File: src/design/image_rotate_nearest_neighbor_unit_defines.svh
// ----------------------------------------------------------------------------
// Assertion macros for the image rotation unit
// Concurrent assertion wrappers, compiled out when NO_ASSERTIONS is defined.
// ----------------------------------------------------------------------------
`ifndef IMAGE_ROTATE_NEAREST_NEIGHBOR_UNIT_DEFINES_SVH
`define IMAGE_ROTATE_NEAREST_NEIGHBOR_UNIT_DEFINES_SVH

`ifndef NO_ASSERTIONS

// Property holds at every clock edge outside reset.
`define IROT_ASSERT(lbl, clk, rst, prop) \
   lbl: assert property (@(posedge clk) disable iff (rst) (prop)) \
      else $error("irot: assertion failed");

// Consequent holds in the cycle after the antecedent.
`define IROT_ASSERT_NEXT(lbl, clk, rst, ante, cons) \
   lbl: assert property (@(posedge clk) disable iff (rst) (ante) |=> (cons)) \
      else $error("irot: assertion failed");

`else

`define IROT_ASSERT(lbl, clk, rst, prop)
`define IROT_ASSERT_NEXT(lbl, clk, rst, ante, cons)

`endif

`endif

File: src/design/irot_pkg.sv
// ----------------------------------------------------------------------------
// Image rotation package
// Sizes, register indexes, opcodes and shared types of the rotation unit.
// ----------------------------------------------------------------------------
package irot_pkg;

   // Frame store geometry.
   localparam int MAX_WIDTH   = 512;
   localparam int MAX_HEIGHT  = 512;
   localparam int FRAME_DEPTH = MAX_WIDTH * MAX_HEIGHT;
   localparam int ADDR_W      = $clog2(FRAME_DEPTH);

   // Field widths fixed by the interface.
   localparam int POS_W   = 9;
   localparam int PIXEL_W = 32;
   localparam int DIM_W   = 10;
   localparam int TERM_W  = 18;
   localparam int OFFS_W  = 32;

   // Arithmetic widths: products of a 10-bit signed position and an 18-bit
   // term, and the Q16.16 source coordinate with headroom for the sum.
   localparam int PROD_W  = POS_W + 1 + TERM_W;
   localparam int COORD_W = OFFS_W + 2;
   localparam int FRAC_W  = 16;
   localparam int IPART_W = COORD_W - FRAC_W;

   // Command queue between front and back.
   localparam int Q_DEPTH = 4;
   localparam int Q_PTR_W = $clog2(Q_DEPTH);
   localparam int Q_CNT_W = $clog2(Q_DEPTH + 1);

   // Configuration port.
   localparam int CSR_IDX_W  = 3;
   localparam int CSR_DATA_W = 32;

   localparam logic [CSR_IDX_W-1:0] CSR_FRAME_WIDTH  = 3'd0;
   localparam logic [CSR_IDX_W-1:0] CSR_FRAME_HEIGHT = 3'd1;
   localparam logic [CSR_IDX_W-1:0] CSR_COS_TERM     = 3'd2;
   localparam logic [CSR_IDX_W-1:0] CSR_SIN_TERM     = 3'd3;
   localparam logic [CSR_IDX_W-1:0] CSR_OFFSET_X     = 3'd4;
   localparam logic [CSR_IDX_W-1:0] CSR_OFFSET_Y     = 3'd5;
   localparam logic [CSR_IDX_W-1:0] CSR_BACKGROUND   = 3'd6;

   // Operation codes.
   localparam logic OP_STORE   = 1'b0;
   localparam logic OP_REQUEST = 1'b1;

   // Mapping registers seen by the front.
   typedef struct packed {
      logic        [DIM_W-1:0]  frame_width;
      logic        [DIM_W-1:0]  frame_height;
      logic signed [TERM_W-1:0] cos_term;
      logic signed [TERM_W-1:0] sin_term;
      logic signed [OFFS_W-1:0] offset_x;
      logic signed [OFFS_W-1:0] offset_y;
   } map_cfg_type;

   // One classified command for the back.
   typedef struct packed {
      logic               is_read;
      logic               outside;
      logic [ADDR_W-1:0]  addr;
      logic [PIXEL_W-1:0] pixel;
   } cmd_type;

endpackage

File: src/design/irot_queue.sv
// ----------------------------------------------------------------------------
// Command queue
// Small FIFO that decouples the mapping front from the frame store back.
// ----------------------------------------------------------------------------
`include "image_rotate_nearest_neighbor_unit_defines.svh"

module irot_queue (
   input  logic              clock,
   input  logic              reset,
   input  logic              push,
   input  irot_pkg::cmd_type push_cmd,
   output logic              can_push,
   input  logic              pop,
   output irot_pkg::cmd_type head_cmd,
   output logic              head_valid
);

   irot_pkg::cmd_type                  ent_ff [irot_pkg::Q_DEPTH];
   logic [irot_pkg::Q_PTR_W-1:0]       wr_ptr_ff, wr_ptr_in;
   logic [irot_pkg::Q_PTR_W-1:0]       rd_ptr_ff, rd_ptr_in;
   logic [irot_pkg::Q_CNT_W-1:0]       count_ff, count_in;

   assign can_push   = (count_ff != irot_pkg::Q_CNT_W'(irot_pkg::Q_DEPTH));
   assign head_valid = (count_ff != '0);
   assign head_cmd   = ent_ff[rd_ptr_ff];

   always_comb begin
      wr_ptr_in = wr_ptr_ff;
      rd_ptr_in = rd_ptr_ff;
      count_in  = count_ff;
      if (push) begin
         wr_ptr_in = (wr_ptr_ff == irot_pkg::Q_PTR_W'(irot_pkg::Q_DEPTH - 1)) ?
                     '0 : wr_ptr_ff + 1'b1;
      end
      if (pop) begin
         rd_ptr_in = (rd_ptr_ff == irot_pkg::Q_PTR_W'(irot_pkg::Q_DEPTH - 1)) ?
                     '0 : rd_ptr_ff + 1'b1;
      end
      if (push && !pop) begin
         count_in = count_ff + 1'b1;
      end else if (pop && !push) begin
         count_in = count_ff - 1'b1;
      end
   end

   always_ff @(posedge clock) begin
      if (reset) begin
         wr_ptr_ff <= '0;
         rd_ptr_ff <= '0;
         count_ff  <= '0;
      end else begin
         wr_ptr_ff <= wr_ptr_in;
         rd_ptr_ff <= rd_ptr_in;
         count_ff  <= count_in;
      end
   end

   always_ff @(posedge clock) begin
      if (push) begin
         ent_ff[wr_ptr_ff] <= push_cmd;
      end
   end

   `IROT_ASSERT(a_queue_bound, clock, reset, count_ff <= irot_pkg::Q_CNT_W'(irot_pkg::Q_DEPTH))
   `IROT_ASSERT(a_queue_no_underflow, clock, reset, !pop || head_valid)
   `IROT_ASSERT_NEXT(a_queue_grow, clock, reset, push && !pop, count_ff == irot_pkg::Q_CNT_W'($past(count_ff) + 1'b1))

endmodule

File: config.mk
export PLATFORM = sky130hd
export DESIGN_NAME = irot_queue
export DESIGN_NICKNAME = d
export VERILOG_FILES = /design/src/design/irot_pkg.sv /design/src/design/irot_queue.sv
export VERILOG_INCLUDE_DIRS = /design/src /design/src/design
export SDC_FILE = /design/constraint.sdc
export NUM_CORES = 1
export LEC_CHECK = 0
export ABC_AREA = 1
export BUFFER_PORTS_ARGS = -buffer_cell sky130_fd_sc_hd__clkbuf_2
export CAP_MARGIN = 20
export CORE_ASPECT_RATIO = 1.2
export CORE_MARGIN = 1
export CORE_UTILIZATION = 50
export CTS_CLUSTER_DIAMETER = 50
export DETAILED_ROUTE_END_ITERATION = 12
export HOLD_SLACK_MARGIN = 0.05
export PLACE_DENSITY = 0.79
export SETUP_SLACK_MARGIN = 0.4
export SYNTH_ARGS = -nofsm -noshare
export SYNTH_HDL_FRONTEND = slang
export SYNTH_SLANG_ARGS = --single-unit
File: constraint.sdc
create_clock -name clock -period 2 [get_ports clock]
set_input_delay 0 -clock clock [delete_from_list [all_inputs] [get_ports clock]]
set_output_delay 0 -clock clock [all_outputs]
set_load 0.01 [all_outputs]
# --- Word-level counts from Yosys, hierarchy flattened ---
# Memory sizes are Yosys's and may differ from the RTL's. A register that Yosys moved wholly into a read port is not among the register bits.
# Cells that the tools add are included.
word_totals:
  ff_bits: 7
  ramBits: 208
  inputBits: 56
  output_inout_bits: 54
  n_memories: 1
mem_list:
  columns: ["memory", "depth", "word_bits", "rd", "rd_ports_with_merged_regs", "wr", "line", "source"]
  rows:
  - ["ent_ff", 4, 52, 1, 1, 1, "irot_queue.sv:18", "irot_pkg::cmd_type ent_ff [irot_pkg::Q_DEPTH];"]
op_classes:
  n_addsub: 4
  eq_ne: 3
  n_mux: 8
  n_reduce_logical: 6
ops:
  columns: ["op", "n"]
  rows:
  - ["$mux 2", 4]
  - ["$mux 3", 2]
  - ["$add 2x1->2 const B", 2]
  - ["$eq 2x2->1 const B", 2]
  - ["$add 3x1->3 const B", 1]
  - ["$ne 3x3->1 const B", 1]
  - ["$reduce_bool 3->1", 1]
  - ["$sub 3x1->3 const B", 1]
  - ["$logic_and 1x1->1", 2]
  - ["$logic_not 1->1", 2]
  - ["$mux 1", 2]
  - ["$reduce_bool 2->1", 1]

# --- Logic depth before layout (Yosys ltp) ---
logic_depth:
  ltp_word: 4
  mapped_depth: 10

# --- Worst setup path after synthesis ---
# Ideal clock, no wire load.
synth_timing:
  kind: "reg-to-reg"
  from: "reg wr_ptr_ff[0] (netlist name)"
  to: "mem ent_ff[3][0] (netlist name) (enable)"
  t_arrival_ns: 1.605
  setup_slack_ns: -0.011
  stages_incl_launch_ff: 4
  n_path_buf: 0
  period_less_slack_ns: 2.011
  cell_sequence: "dfxtp_1 -> ha_1 -> nand2_1 -> inv_1"
synth_rtl:
  columns: ["item", "line", "source"]
  rows:
  - ["start: declaration", "irot_queue.sv:19", "logic [irot_pkg::Q_PTR_W-1:0] wr_ptr_ff, wr_ptr_in;"]
  - ["start signal: assignment", "irot_queue.sv:52", "wr_ptr_ff <= wr_ptr_in;"]
  - ["end: declaration", "irot_queue.sv:18", null]
# Straight into the memory's write port.

==> impl_results.md <==
* Outcome: completed
* Final clock skew at 7.390 ps
* Net Sw Power at 0.002346 W
* Worst IR drop on VDD at slightly below 0.7 mV
* CTS tree: yes
* Antenna violations before repair at 1
* CTS buffer count at 20
* Cells after synthesis at 562
* Final hold slack at ~270 ps
* Register bit total from synthesis at 217
* Unrepaired setup endpoints after global routing: true
* Tot GR Track Use at a little under a quarter
* Drt total wl at 20.01 mm
* Ys Warns at 0
* Reg area at around 6400 sq um
* Distinct cells, synth at 19
* Max H-tree Level at 1
* Pint at 0.007918 W
* Comb pwr share at 12.8%
* Startpoint types: register
* DRT iter0 DRCs at approximately 540
* Sequential fraction of design power at 51.2%
* Die Footprint at 16810 sq um
* Commonest cells after routing, fill and taps aside: edfxtp_1, nor2_1, clkbuf_2, o21ai_0, dlygate4sd3_1
* IO Port Bufs at 109
* Vias per cell at 5.751
* Clock Pin Slew Worst Setup and Hold Paths at 60 ps
* CP bufs+invs at 3
* Die Y-Extent at 141.8 microns
* WP data arrival at 1720 ps
* Vias at 5561
* Final Cycle Share at 86.03%
* Vias in the first global route at between 5000 and 6000
* Syn Area/Cell at 14.50 sq um
* CP delay by family, top: buffers and inverters
* Pre-antenna DRT Iters at 5
* Multi-input gate area at 1617 sq um
* Core area at 15770 sq um
* Initial Util at between 50 and 60%
* Max capacitance violation total at 0
* Crit-path max FO at 6
* Hold Path Class: input pin to register
* Final setup viols at 0
* Share of layout cells above drive strength 1 at between 20% and 30%
* Synth Net Count at 625
* DP Wirelength at 9.112 mm
* Most common cell after layout, fill and taps aside: edfxtp_1
* Worst Path Required at 2000 ps
* Io pins at 110
* Max Root-Sink Buffers at 3
* Row count at 50
* First-pass GRT wire length at 29.49 mm
* Fillers at 1061
* Kind of critical path: register to output pin
* Crit-path max cell delay at 450 ps
* Setup tns final at 0 ps
* CP Cell Sequence: buf_12 > clkbuf_16 > o21ai_0 > o22ai_1 > clkbuf_2
* Clk sinks at 217
* Switching share of power at 22.86%
* Area delta synth->final at 31.55%
* Pleak at between 3 and 4 nW
* DRC violations left at 0
* Floorplan die width at 118.5 microns
* Grt total ovfl at 0
* Largest net degree at the start of global routing at 53
* Register area share after synthesis at roughly 79%
* Wire per inst at 20.69 microns
* Tmin final at around 1700 ps
* Final hold vios at 0
* Post-route ant nets at 0
* Root buffer cell: clkbuf_16
* Max Slew Vio Count at 0
* CP Capture Type: output pin
* Fin nets at 807
* Worst Max-Slew Pin Slew at 343.2 ps
* Area of the mapped netlist at slightly above 8000 sq um
* PD cells at 957.8 nW/um^2
* Fmax at 581.2 MHz
* RD Place Congestion at 0.7290
* Slowest cell on crit path: dfxtp_4
* Clk network pwr share at 35.9%
* Slew headroom at 77.12%
* Clock Latency Late Sink at roughly 480 ps
[through the flow]
step / instance area (sq um) / util, % / std cells / worst slack (ps) / total power (W)
4_1_cts: 10510 / 66.68 / 961 / 301.7 / 0.01022
5_1_grt: 10710 / 67.94 / 965 / 234.0 / 0.01061
3_5_place_dp: 8946 / 56.75 / 857 / 538.0 / 0.006318
2_1_floorplan: 8179 / - / 562 / 254.0 / 0.005888
3_3_place_gp: 8946 / 56.75 / 857 / 553.0 / 0.006264
6_report: 10720 / 67.98 / 967 / 279.4 / 0.01026
[what timing repair did]
item | in CTS | in global routing
setup endpoints to repair | 52 | 53
pin swaps | 4 | 20
buffers inserted | 5 | 0
hold buffers | 56 | 0
hold endpoints to repair | 217 | 0
resized for setup | 38 | 90
cloned | 8 | 4
[power groups by stage]
stage | clock [W] | combinational [W] | sequential (W)
after floorplan | 0 | 0.000559 | 0.00533
after global placement | 0 | 0.000937 | 0.00533
after detailed placement | 0 | 0.000980 | 0.00534
after CTS | 0.00374 | 0.00123 | 0.00525
after global routing | 0.00392 | 0.00142 | 0.00527
final | 0.00369 | 0.00132 | 0.00526
[path summary, 6_finish.rpt]
kind                              startpoint       endpoint  slack (ps)  depth (start not counted)
worst max-delay path                register   head_cmd[46]         280                          5
worst min-delay path            push_cmd[39]  ent_ff[1][39]         270                          2
worst max register to register  wr_ptr_ff[0]   wr_ptr_ff[0]         510                          5
worst min register to register  wr_ptr_ff[1]   wr_ptr_ff[1]         500                          2
[worst register-to-register path: cells and delay by family, from the launching register on]
family | cells | cell delay, ps
AND/OR/NAND/NOR | 2 | 110
buffers and inverters | 1 | 550
flip-flops | 1 | 380
adder cells (fa/ha/maj) | 1 | 220
AO/OA/AOI/OAI | 1 | 130
[registers in the layout (all words and copies together) (netlist names), named ones only]
register,count
ent_ff,208
count_ff,3
rd_ptr_ff,2
wr_ptr_ff,2
[layout make-up]
type / count / area share, %
sequential: 217 / 60.06
timing repair buffer: 191 / 15.34
multi-input combinational: 295 / 15.08
clock buffer: 27 / 5.114
tap: 208 / 2.428
inverter: 18 / 1.004
clock inverter: 8 / 0.8406
timing repair inverter: 1 / 0.08173
antenna: 2 / 0.04670
[cells in the mapped netlist]
master    instances  area (sq um)
o21ai_1          10         50.05
nand4_1           1         6.260
clkbuf_1         17         63.81
o21ai_0          98         490.5
nor2_1          109         409.1
o22ai_1          52         325.3
ha_1              6         75.07
inv_1            16         60.06
clkinv_2          1         5.000
fa_1              1         20.02
inv_2             1         3.750
buf_6             9         101.4
dfxtp_1           9         180.2
buf_2             6         30.03
nand3_1           3         15.01
nor3_1            2         10.01
nand2_1           8         30.03
edfxtp_1        208          6246
a21oi_1           5         25.02
[routing by layer]
layer / GRT usage (%) / share of wire [%] / up-vias
met3: 3.899 / 6.3 / 36
met1: 28.33 / 39 / 2812
met5: 0 / 0 / -
li1: - / - / 2478
met4: 8.794 / 2.1 / 0
met2: 40.66 / 53 / 235
[cells by family after synthesis]
group | count (synthesis) | synth area share [%]
flops | 217 | 78.88
simple gates | 123 | 5.775
fa+ha+maj | 7 | 1.167
compound gates | 165 | 10.94
buf+inv | 50 | 3.241
No activity file was read; power rests on OpenSTA's default activity.
