[src/design/image_rotate_nearest_neighbor_unit_defines.svh]
// ----------------------------------------------------------------------------
// Assertion macros for the image rotation unit
// Concurrent assertion wrappers, compiled out when NO_ASSERTIONS is defined.
// ----------------------------------------------------------------------------
`ifndef IMAGE_ROTATE_NEAREST_NEIGHBOR_UNIT_DEFINES_SVH
`define IMAGE_ROTATE_NEAREST_NEIGHBOR_UNIT_DEFINES_SVH

`ifndef NO_ASSERTIONS

// Property holds at every clock edge outside reset.
`define IROT_ASSERT(lbl, clk, rst, prop) \
   lbl: assert property (@(posedge clk) disable iff (rst) (prop)) \
      else $error("irot: assertion failed");

// Consequent holds in the cycle after the antecedent.
`define IROT_ASSERT_NEXT(lbl, clk, rst, ante, cons) \
   lbl: assert property (@(posedge clk) disable iff (rst) (ante) |=> (cons)) \
      else $error("irot: assertion failed");

`else

`define IROT_ASSERT(lbl, clk, rst, prop)
`define IROT_ASSERT_NEXT(lbl, clk, rst, ante, cons)

`endif

`endif

[src/design/irot_pkg.sv]
// ----------------------------------------------------------------------------
// Image rotation package
// Sizes, register indexes, opcodes and shared types of the rotation unit.
// ----------------------------------------------------------------------------
package irot_pkg;

   // Frame store geometry.
   localparam int MAX_WIDTH   = 512;
   localparam int MAX_HEIGHT  = 512;
   localparam int FRAME_DEPTH = MAX_WIDTH * MAX_HEIGHT;
   localparam int ADDR_W      = $clog2(FRAME_DEPTH);

   // Field widths fixed by the interface.
   localparam int POS_W   = 9;
   localparam int PIXEL_W = 32;
   localparam int DIM_W   = 10;
   localparam int TERM_W  = 18;
   localparam int OFFS_W  = 32;

   // Arithmetic widths: products of a 10-bit signed position and an 18-bit
   // term, and the Q16.16 source coordinate with headroom for the sum.
   localparam int PROD_W  = POS_W + 1 + TERM_W;
   localparam int COORD_W = OFFS_W + 2;
   localparam int FRAC_W  = 16;
   localparam int IPART_W = COORD_W - FRAC_W;

   // Command queue between front and back.
   localparam int Q_DEPTH = 4;
   localparam int Q_PTR_W = $clog2(Q_DEPTH);
   localparam int Q_CNT_W = $clog2(Q_DEPTH + 1);

   // Configuration port.
   localparam int CSR_IDX_W  = 3;
   localparam int CSR_DATA_W = 32;

   localparam logic [CSR_IDX_W-1:0] CSR_FRAME_WIDTH  = 3'd0;
   localparam logic [CSR_IDX_W-1:0] CSR_FRAME_HEIGHT = 3'd1;
   localparam logic [CSR_IDX_W-1:0] CSR_COS_TERM     = 3'd2;
   localparam logic [CSR_IDX_W-1:0] CSR_SIN_TERM     = 3'd3;
   localparam logic [CSR_IDX_W-1:0] CSR_OFFSET_X     = 3'd4;
   localparam logic [CSR_IDX_W-1:0] CSR_OFFSET_Y     = 3'd5;
   localparam logic [CSR_IDX_W-1:0] CSR_BACKGROUND   = 3'd6;

   // Operation codes.
   localparam logic OP_STORE   = 1'b0;
   localparam logic OP_REQUEST = 1'b1;

   // Mapping registers seen by the front.
   typedef struct packed {
      logic        [DIM_W-1:0]  frame_width;
      logic        [DIM_W-1:0]  frame_height;
      logic signed [TERM_W-1:0] cos_term;
      logic signed [TERM_W-1:0] sin_term;
      logic signed [OFFS_W-1:0] offset_x;
      logic signed [OFFS_W-1:0] offset_y;
   } map_cfg_type;

   // One classified command for the back.
   typedef struct packed {
      logic               is_read;
      logic               outside;
      logic [ADDR_W-1:0]  addr;
      logic [PIXEL_W-1:0] pixel;
   } cmd_type;

endpackage

[src/design/irot_req_if.sv]
// ----------------------------------------------------------------------------
// Request channel
// Valid/ready channel carrying store and request items.
// ----------------------------------------------------------------------------
interface irot_req_if;
   logic                        valid;
   logic                        ready;
   logic                        operation;
   logic [irot_pkg::POS_W-1:0]   column;
   logic [irot_pkg::POS_W-1:0]   row;
   logic [irot_pkg::PIXEL_W-1:0] pixel_in;

   modport source (output valid, operation, column, row, pixel_in, input ready);
   modport sink   (input valid, operation, column, row, pixel_in, output ready);
endinterface

[src/design/irot_front.sv]
// ----------------------------------------------------------------------------
// Mapping front
// Accepts items, maps request positions to source addresses, classifies.
// ----------------------------------------------------------------------------
`include "image_rotate_nearest_neighbor_unit_defines.svh"

module irot_front (
   input  logic                  clock,
   input  logic                  reset,
   irot_req_if.sink              req,
   input  irot_pkg::map_cfg_type cfg,
   output logic                  cmd_valid,
   output irot_pkg::cmd_type     cmd,
   input  logic                  cmd_ready
);

   logic adv;
   logic store_fits;

   // Stage A: products of position and rotation terms.
   logic                                a_valid_ff;
   logic                                a_read_ff;
   logic [irot_pkg::POS_W-1:0]          a_col_ff;
   logic [irot_pkg::POS_W-1:0]          a_row_ff;
   logic [irot_pkg::PIXEL_W-1:0]        a_pixel_ff;
   logic signed [irot_pkg::PROD_W-1:0]  a_col_cos_ff, a_row_sin_ff;
   logic signed [irot_pkg::PROD_W-1:0]  a_col_sin_ff, a_row_cos_ff;
   logic signed [irot_pkg::POS_W:0]     col_s, row_s;

   // Stage B: classified command.
   logic                                b_valid_ff;
   irot_pkg::cmd_type                   b_cmd_ff, b_cmd_in;

   logic signed [irot_pkg::COORD_W-1:0] src_x, src_y;
   logic [irot_pkg::DIM_W-1:0]          w_eff, h_eff;
   logic                                x_in, y_in;
   logic [irot_pkg::IPART_W-1:0]        sx, sy;

   assign adv        = !b_valid_ff || cmd_ready;
   assign req.ready  = adv;
   assign store_fits = (32'(req.column) < irot_pkg::MAX_WIDTH) &&
                       (32'(req.row) < irot_pkg::MAX_HEIGHT);
   assign col_s      = $signed({1'b0, req.column});
   assign row_s      = $signed({1'b0, req.row});

   always_ff @(posedge clock) begin
      if (reset) begin
         a_valid_ff <= 1'b0;
         b_valid_ff <= 1'b0;
      end else if (adv) begin
         // Stores that fall beyond the frame store are dropped here.
         a_valid_ff <= req.valid && (req.operation == irot_pkg::OP_REQUEST || store_fits);
         b_valid_ff <= a_valid_ff;
      end
   end

   // Both factors are sign-extended to the product width so that the full
   // product is kept.
   always_ff @(posedge clock) begin
      if (adv) begin
         a_read_ff    <= (req.operation == irot_pkg::OP_REQUEST);
         a_col_ff     <= req.column;
         a_row_ff     <= req.row;
         a_pixel_ff   <= req.pixel_in;
         a_col_cos_ff <= irot_pkg::PROD_W'(col_s) * irot_pkg::PROD_W'(cfg.cos_term);
         a_row_sin_ff <= irot_pkg::PROD_W'(row_s) * irot_pkg::PROD_W'(cfg.sin_term);
         a_col_sin_ff <= irot_pkg::PROD_W'(col_s) * irot_pkg::PROD_W'(cfg.sin_term);
         a_row_cos_ff <= irot_pkg::PROD_W'(row_s) * irot_pkg::PROD_W'(cfg.cos_term);
         b_cmd_ff     <= b_cmd_in;
      end
   end

   always_comb begin
      w_eff = (32'(cfg.frame_width) > irot_pkg::MAX_WIDTH) ?
              irot_pkg::DIM_W'(irot_pkg::MAX_WIDTH) : cfg.frame_width;
      h_eff = (32'(cfg.frame_height) > irot_pkg::MAX_HEIGHT) ?
              irot_pkg::DIM_W'(irot_pkg::MAX_HEIGHT) : cfg.frame_height;

      src_x = irot_pkg::COORD_W'(a_col_cos_ff) - irot_pkg::COORD_W'(a_row_sin_ff) +
              irot_pkg::COORD_W'(cfg.offset_x);
      src_y = irot_pkg::COORD_W'(a_col_sin_ff) + irot_pkg::COORD_W'(a_row_cos_ff) +
              irot_pkg::COORD_W'(cfg.offset_y);

      // Truncation toward minus infinity of a nonnegative value is the integer part.
      sx   = src_x[irot_pkg::COORD_W-1:irot_pkg::FRAC_W];
      sy   = src_y[irot_pkg::COORD_W-1:irot_pkg::FRAC_W];
      x_in = !src_x[irot_pkg::COORD_W-1] && (sx < irot_pkg::IPART_W'(w_eff));
      y_in = !src_y[irot_pkg::COORD_W-1] && (sy < irot_pkg::IPART_W'(h_eff));

      b_cmd_in.is_read = a_read_ff;
      b_cmd_in.pixel   = a_pixel_ff;
      if (a_read_ff) begin
         b_cmd_in.outside = !(x_in && y_in);
         b_cmd_in.addr    = irot_pkg::ADDR_W'(sy) * irot_pkg::ADDR_W'(irot_pkg::MAX_WIDTH) +
                            irot_pkg::ADDR_W'(sx);
      end else begin
         b_cmd_in.outside = 1'b0;
         b_cmd_in.addr    = irot_pkg::ADDR_W'(a_row_ff) *
                            irot_pkg::ADDR_W'(irot_pkg::MAX_WIDTH) +
                            irot_pkg::ADDR_W'(a_col_ff);
      end
   end

   assign cmd_valid = b_valid_ff;
   assign cmd       = b_cmd_ff;

   `IROT_ASSERT_NEXT(a_front_hold, clock, reset, b_valid_ff && !cmd_ready, b_valid_ff && $stable(b_cmd_ff))

endmodule

[src/flat_wrapper.sv]
// flat-port wrapper written by rule: the top's interface ports become plain ports
module irot_front_flat 
  (clock, reset, cfg, cmd_valid, cmd, cmd_ready, req_valid, req_operation, req_column, req_row, req_pixel_in, req_ready);
  irot_req_if req_i ();
  input  logic clock;
  input  logic reset;
  input  irot_pkg::map_cfg_type cfg;
  output logic cmd_valid;
  output irot_pkg::cmd_type cmd;
  input  logic cmd_ready;
  input wire logic [$bits(req_i.valid)-1:0] req_valid;
  input wire logic [$bits(req_i.operation)-1:0] req_operation;
  input wire logic [$bits(req_i.column)-1:0] req_column;
  input wire logic [$bits(req_i.row)-1:0] req_row;
  input wire logic [$bits(req_i.pixel_in)-1:0] req_pixel_in;
  output wire logic [$bits(req_i.ready)-1:0] req_ready;
  assign req_i.valid = req_valid;
  assign req_i.operation = req_operation;
  assign req_i.column = req_column;
  assign req_i.row = req_row;
  assign req_i.pixel_in = req_pixel_in;
  assign req_ready = req_i.ready;
  irot_front u_core (.clock(clock), .reset(reset), .req(req_i), .cfg(cfg), .cmd_valid(cmd_valid), .cmd(cmd), .cmd_ready(cmd_ready));
endmodule
[config.mk]
export PLATFORM = sky130hd
export DESIGN_NAME = irot_front_flat
export DESIGN_NICKNAME = d
export VERILOG_FILES = /design/src/design/irot_pkg.sv /design/src/design/irot_req_if.sv /design/src/design/irot_front.sv /design/src/flat_wrapper.sv
export VERILOG_INCLUDE_DIRS = /design/src /design/src/design
export SDC_FILE = /design/constraint.sdc
export NUM_CORES = 2
export LEC_CHECK = 0
export ABC_AREA = 1
export BUFFER_PORTS_ARGS = -buffer_cell sky130_fd_sc_hd__buf_2
export CAP_MARGIN = 5
export CORE_MARGIN = 10
export CORE_UTILIZATION = 58
export CTS_CLUSTER_DIAMETER = 50
export DETAILED_ROUTE_END_ITERATION = 6
export GPL_TIMING_DRIVEN = 1
export PLACE_DENSITY = 0.91
export SYNTH_ARGS = -nofsm -noshare
export SYNTH_HDL_FRONTEND = slang
export SYNTH_SLANG_ARGS = --single-unit
[constraint.sdc]
create_clock -name clock -period 5.95 [get_ports clock]
set_clock_uncertainty 0.2 [all_clocks]
set_input_delay 0.8925 -clock clock [delete_from_list [all_inputs] [get_ports clock]]
set_output_delay 0.8925 -clock clock [all_outputs]
set_load 0.02 [all_outputs]
# Word level (Yosys, flattened, before mapping)
# Cells that the tools add are included.
[classes]
add_sub_neg = 6
mul = 4
n_lt_le_gt_ge = 4
n_mux = 3
n_reduce_logical = 8
[ops]
columns = ["op", "count"]
rows = [
  ["10-bit by 18-bit multiplier with 28-bit output", 4],
  ["29-bit by 32-bit adder with 33-bit output", 2],
  ["18-bit by 10-bit < comparator with 1-bit output", 2],
  ["28-bit by 28-bit adder with 29-bit output", 1],
  ["28-bit by 28-bit subtractor with 29-bit output", 1],
  ["10-bit greater-than comparator, second input constant", 2],
  ["10-bit two-way mux", 2],
  ["18-bit adder", 1],
  ["18-bit by 9-bit adder with 18-bit output", 1],
  ["18-bit two-way mux", 1],
  ["1-bit zero test", 4],
  ["1-bit logical AND", 3],
  ["1-bit logical OR", 1],
]
[word_totals]
regBits = 217
inputBits = 175
output_inout_bits = 54
elab_cells = 39

# Depth between registers and ports, before layout
[logic_depth]
word_depth = 6
ltp_mapped = 27
ltp_nobuf = 27

# Worst setup path before layout
# Ideal clock, no wire load.
[synth_path]
path_kind = "input to output"
from = "in cmd_ready"
to = "out req_ready"
arrival_time_ns = 5.213
setup_slack_ns = -0.356
cell_stages = 2
path_buffers = 0
path_cell_list = "nor2_1 -> inv_1"
[synth_via]
elab_chain_cells = 1
[synth_lines]
columns = ["element", "line_no", "text"]
rows = [
  ["start: declaration", "flat_wrapper.sv:10", "input logic cmd_ready;"],
  ["1-bit logical OR", "irot_front.sv:39", "assign adv = !b_valid_ff || cmd_ready;"],
  ["end: declaration", "flat_wrapper.sv:16", "output wire logic [$bits(req_i.ready)-1:0] req_ready;"],
]
# No other way between the ends.

# Worst setup path after layout
[layout_path]
from = "in req_column[4]"
to = "reg u_core.a_col_cos_ff[26] in the netlist's numbering, data pin"
[layout_via]
elab_chain_cells = 1
[layout_lines]
columns = ["element", "line_no", "text"]
rows = [
  ["start: declaration", "flat_wrapper.sv:13", "input wire logic [$bits(req_i.column)-1:0] req_column;"],
  ["10-bit by 18-bit multiplier with 28-bit output", "irot_front.sv:65", "a_col_cos_ff <= irot_pkg::PROD_W'(col_s) * irot_pkg::PROD_W'(cfg.cos_term);"],
  ["end signal: assignment", "irot_front.sv:65", ""],
  ["end: declaration", "irot_front.sv:26", "logic signed [irot_pkg::PROD_W-1:0] a_col_cos_ff, a_row_sin_ff;"],
]
# No other way between the ends.
# A chain may end at the register's enable or synchronous reset.

==> flow_summary.toml <==
[final_layout]
utilization_pct = 66.50
multiInputGateArea_sq_um = 25460
drive_above_1_share_pct = 11.87
area_growth_pct = 12.99
fill_cells = 4611
seq_area_sq_um = 6496
num-nets-final = 6051

[setup_path]
crit_required_ns = 6.07
arrival_ns = 5.86
rr_endpoint = "u_core.cmd[48]"
rr_worst_depth = 20
crit_start = "req_column[4]"
critPathKind = "in2reg"
critical_path.max_fanout = 14
start_kind = "primary input"
end_kind = "register"
crit_path_end = "u_core.a_col_cos_ff[26]"
r2r_setup_slack_ns = 1.00
rr_startpoint = "u_core.a_row_cos_ff[16]"

[timing]
maxSlewViolCount = 0
fin_setup_tns_ns = 0
grt_setup_unrepaired = "false"
relSlewSlack_pct = 33.81
period_share_pct = 96.40
worst_slack_ns = 0.2143
hold_viol = 0
fin_worst_hold_slack_ns = 0.2124
fin_crit_ns = 5.736
setup_viol = 0
max_freq_mhz = 174.3
worst_pin_slew_ns = 0.9929

[route]
drc = 0
wire_per_inst_microns = 18.44
first_pass_iters = 6
drtIter0Drc = 3014
via_count = 31550
via_per_inst = 5.438
drt-total-wl_microns = 107000
postRouteAntennaNets = 0

[logic_synthesis]
syn_inst = 4557
syn_avg_cell_area_sq_um = 8.192
yosysSeqAreaShare_pct = 17.40
netlist_area_sq_um = 37330
ys_seq_elements = 217
syn-num-nets = 5672
async_reset_ff_share_pct = 0
synth_edf_count = 215
ys_types = 52
synth_ff_type = "edfxtp_1"
yosys_warnings = 0

[floorplanning]
io_pins = 229
num_rows = 92
design.die.area_sq_um = 74910
core_sq_um = 63430
die_y_microns = 273.7
start_util_pct = 58.86
fp.dieW_microns = 273.7

[cts]
h-tree-depth = 1
hold_buffers = 0
cts_resized = 0
clkSlewWorstSetupHoldPaths_ns = 0.06
cts.path.max_buffers = 3
clk-insertion-delay-late_ns = 0.57
root_buffer = "clkbuf_16"
cts_tree = "done"
post_cts.repair.setup_buffers = 0
numCtsBuffers = 25
clock_sinks = 217

[grt]
grt_max_degree = 165
grt_antenna_before_repair = 6
grt_pass1_wl_microns = 172100
grt-ovfl-total = 0
grt_pass1_vias = 33990
grt_use_total_pct = 28.77

[job]
maxCapViolCount = 0

[placement]
io_buffers = 228
dp_worst_setup_slack_ns = -0.2616
place_congestion = 0.9868
hpwl_microns = 88470

[hold_path]
min_path_cells = 0
hold_class = "reg2reg"

[status]
status = "finished, final reports clean"
[sequential cells by signal (all words and copies together), names as in the netlist]
signal / flops
u_core.a_valid_ff: 1
u_core.a_row_cos_ff: 28
u_core.a_row_sin_ff: 28
u_core.a_row_ff: 9
u_core.a_read_ff: 1
u_core.cmd: 52
u_core.a_pixel_ff: 32
u_core.a_col_cos_ff: 28
u_core.a_col_ff: 9
u_core.cmd_valid: 1
u_core.a_col_sin_ff: 28
[per-layer routing]
metal	GRT usage, %	up-vias	wire length (microns)
met4	16.66	10	7070
met5	0	-	54
met1	33.63	15100	37380
met3	5.878	471	11450
met2	48.63	1799	51050
li1	-	14180	-
[synth_stat cells (2+ instances only)]
cell type,number,share of area [%]
inv_2,3,0.030
o21bai_1,18,0.36
dfxtp_1,2,0.11
buf_1,5,0.050
nor4_1,12,0.20
xor2_1,83,1.9
o21ai_2,6,0.14
inv_1,1283,13
o211ai_1,3,0.060
o21bai_2,2,0.060
nand3_1,75,1.0
a21o_1,9,0.18
clkbuf_1,142,1.4
nor3b_2,2,0.067
edfxtp_1,215,17
xnor2_1,61,1.4
o21a_1,5,0.10
a21boi_2,3,0.090
ha_1,333,11
nand2_2,10,0.17
o21ai_1,7,0.094
nor3_1,21,0.28
o21ai_0,75,1.0
nand4_1,17,0.28
nor2_1,151,1.5
a211oi_1,2,0.040
a21oi_1,174,2.3
nand2_1,1171,12
a21oi_2,6,0.14
fa_1,607,33
nor3_2,2,0.054
a31oi_1,19,0.32
a21boi_0,4,0.080
nand3b_1,5,0.10
nor2_4,3,0.090
nor2_2,5,0.084
[stage by stage]
stage | cell area [sq um] | std cells
finish | 42180 | 5802
global route | 42170 | 5800
CTS | 42170 | 5800
detailed placement | 41270 | 5755
global placement | 41270 | 5755
floorplan | 37360 | 4557
[how the worst min path moves through the flow]
stage | from | end
floorplan | u_core.a_pixel_ff[0] | u_core.cmd[0]
global placement | u_core.a_pixel_ff[17] | u_core.cmd[17]
detailed placement | u_core.a_pixel_ff[14] | u_core.cmd[14]
CTS | u_core.a_pixel_ff[17] | u_core.cmd[17]
global route | u_core.a_pixel_ff[17] | u_core.cmd[17]
finish | u_core.a_pixel_ff[17] | u_core.cmd[17]
[cell families after synthesis]
logic type | count (synthesis) | share of synthesized area, %
XOR/XNOR | 144 | 3.378
buffers and inverters | 1433 | 14.41
adder cells (fa/ha/maj) | 940 | 43.71
flip-flops | 217 | 17.40
AO/OA/AOI/OAI | 345 | 5.376
AND/OR/NAND/NOR | 1478 | 15.72
[layout make-up]
| type | instances | share of cell area, % |
|---|---|---|
| Antenna cell | 2 | 0.01187 |
| Clock buffer | 30 | 1.528 |
| Clock inverter | 15 | 0.6170 |
| Inverter | 1286 | 11.45 |
| Multi-Input combinational cell | 2907 | 60.35 |
| Sequential cell | 217 | 15.40 |
| Tap cell | 846 | 2.510 |
| Timing Repair Buffer | 499 | 8.128 |
[critical path, cell delays in order]
cell and delay (ns):
buf_2 0.40, buf_4 0.27, nand2_1 0.10, inv_1 0.13, fa_1 0.46, fa_1 0.56
fa_1 0.45, fa_1 0.52, inv_1 0.06, fa_1 0.50, inv_1 0.04, ha_1 0.28
nand2_1 0.09, nor4_1 0.47, nand4_1 0.16, nand3_1 0.21, a31oi_1 0.13, xnor2_1 0.13
[placed cells by master (no fill, tap or decap), types with 3 or more instances in the layout]
cell	netlist	layout
o21ai_2	6	6
clkbuf_1	142	5
a21oi_2	6	6
nor2_2	5	5
ha_1	333	333
bufinv_16	0	6
buf_4	0	251
nor3_1	21	21
a21boi_2	3	3
nor2_1	151	151
o211ai_1	3	3
xor2_1	83	83
edfxtp_1	215	215
nand2_1	1171	1171
o21ai_0	75	75
buf_2	0	227
inv_2	3	3
clkbuf_16	0	25
o21bai_1	18	18
a31oi_1	19	19
a21boi_0	4	4
a21o_1	9	9
nor4_1	12	12
nand3b_1	5	5
nor2_4	3	3
o21a_1	5	5
fa_1	607	607
a21oi_1	174	174
nand3_1	75	75
nand2_2	10	10
o21ai_1	7	7
nand4_1	17	17
buf_12	0	20
xnor2_1	61	61
inv_1	1283	1282
Power is left out: the tool's default activity adds up to more than one toggle a clock period on the data nets, which glitch-free logic cannot reach.
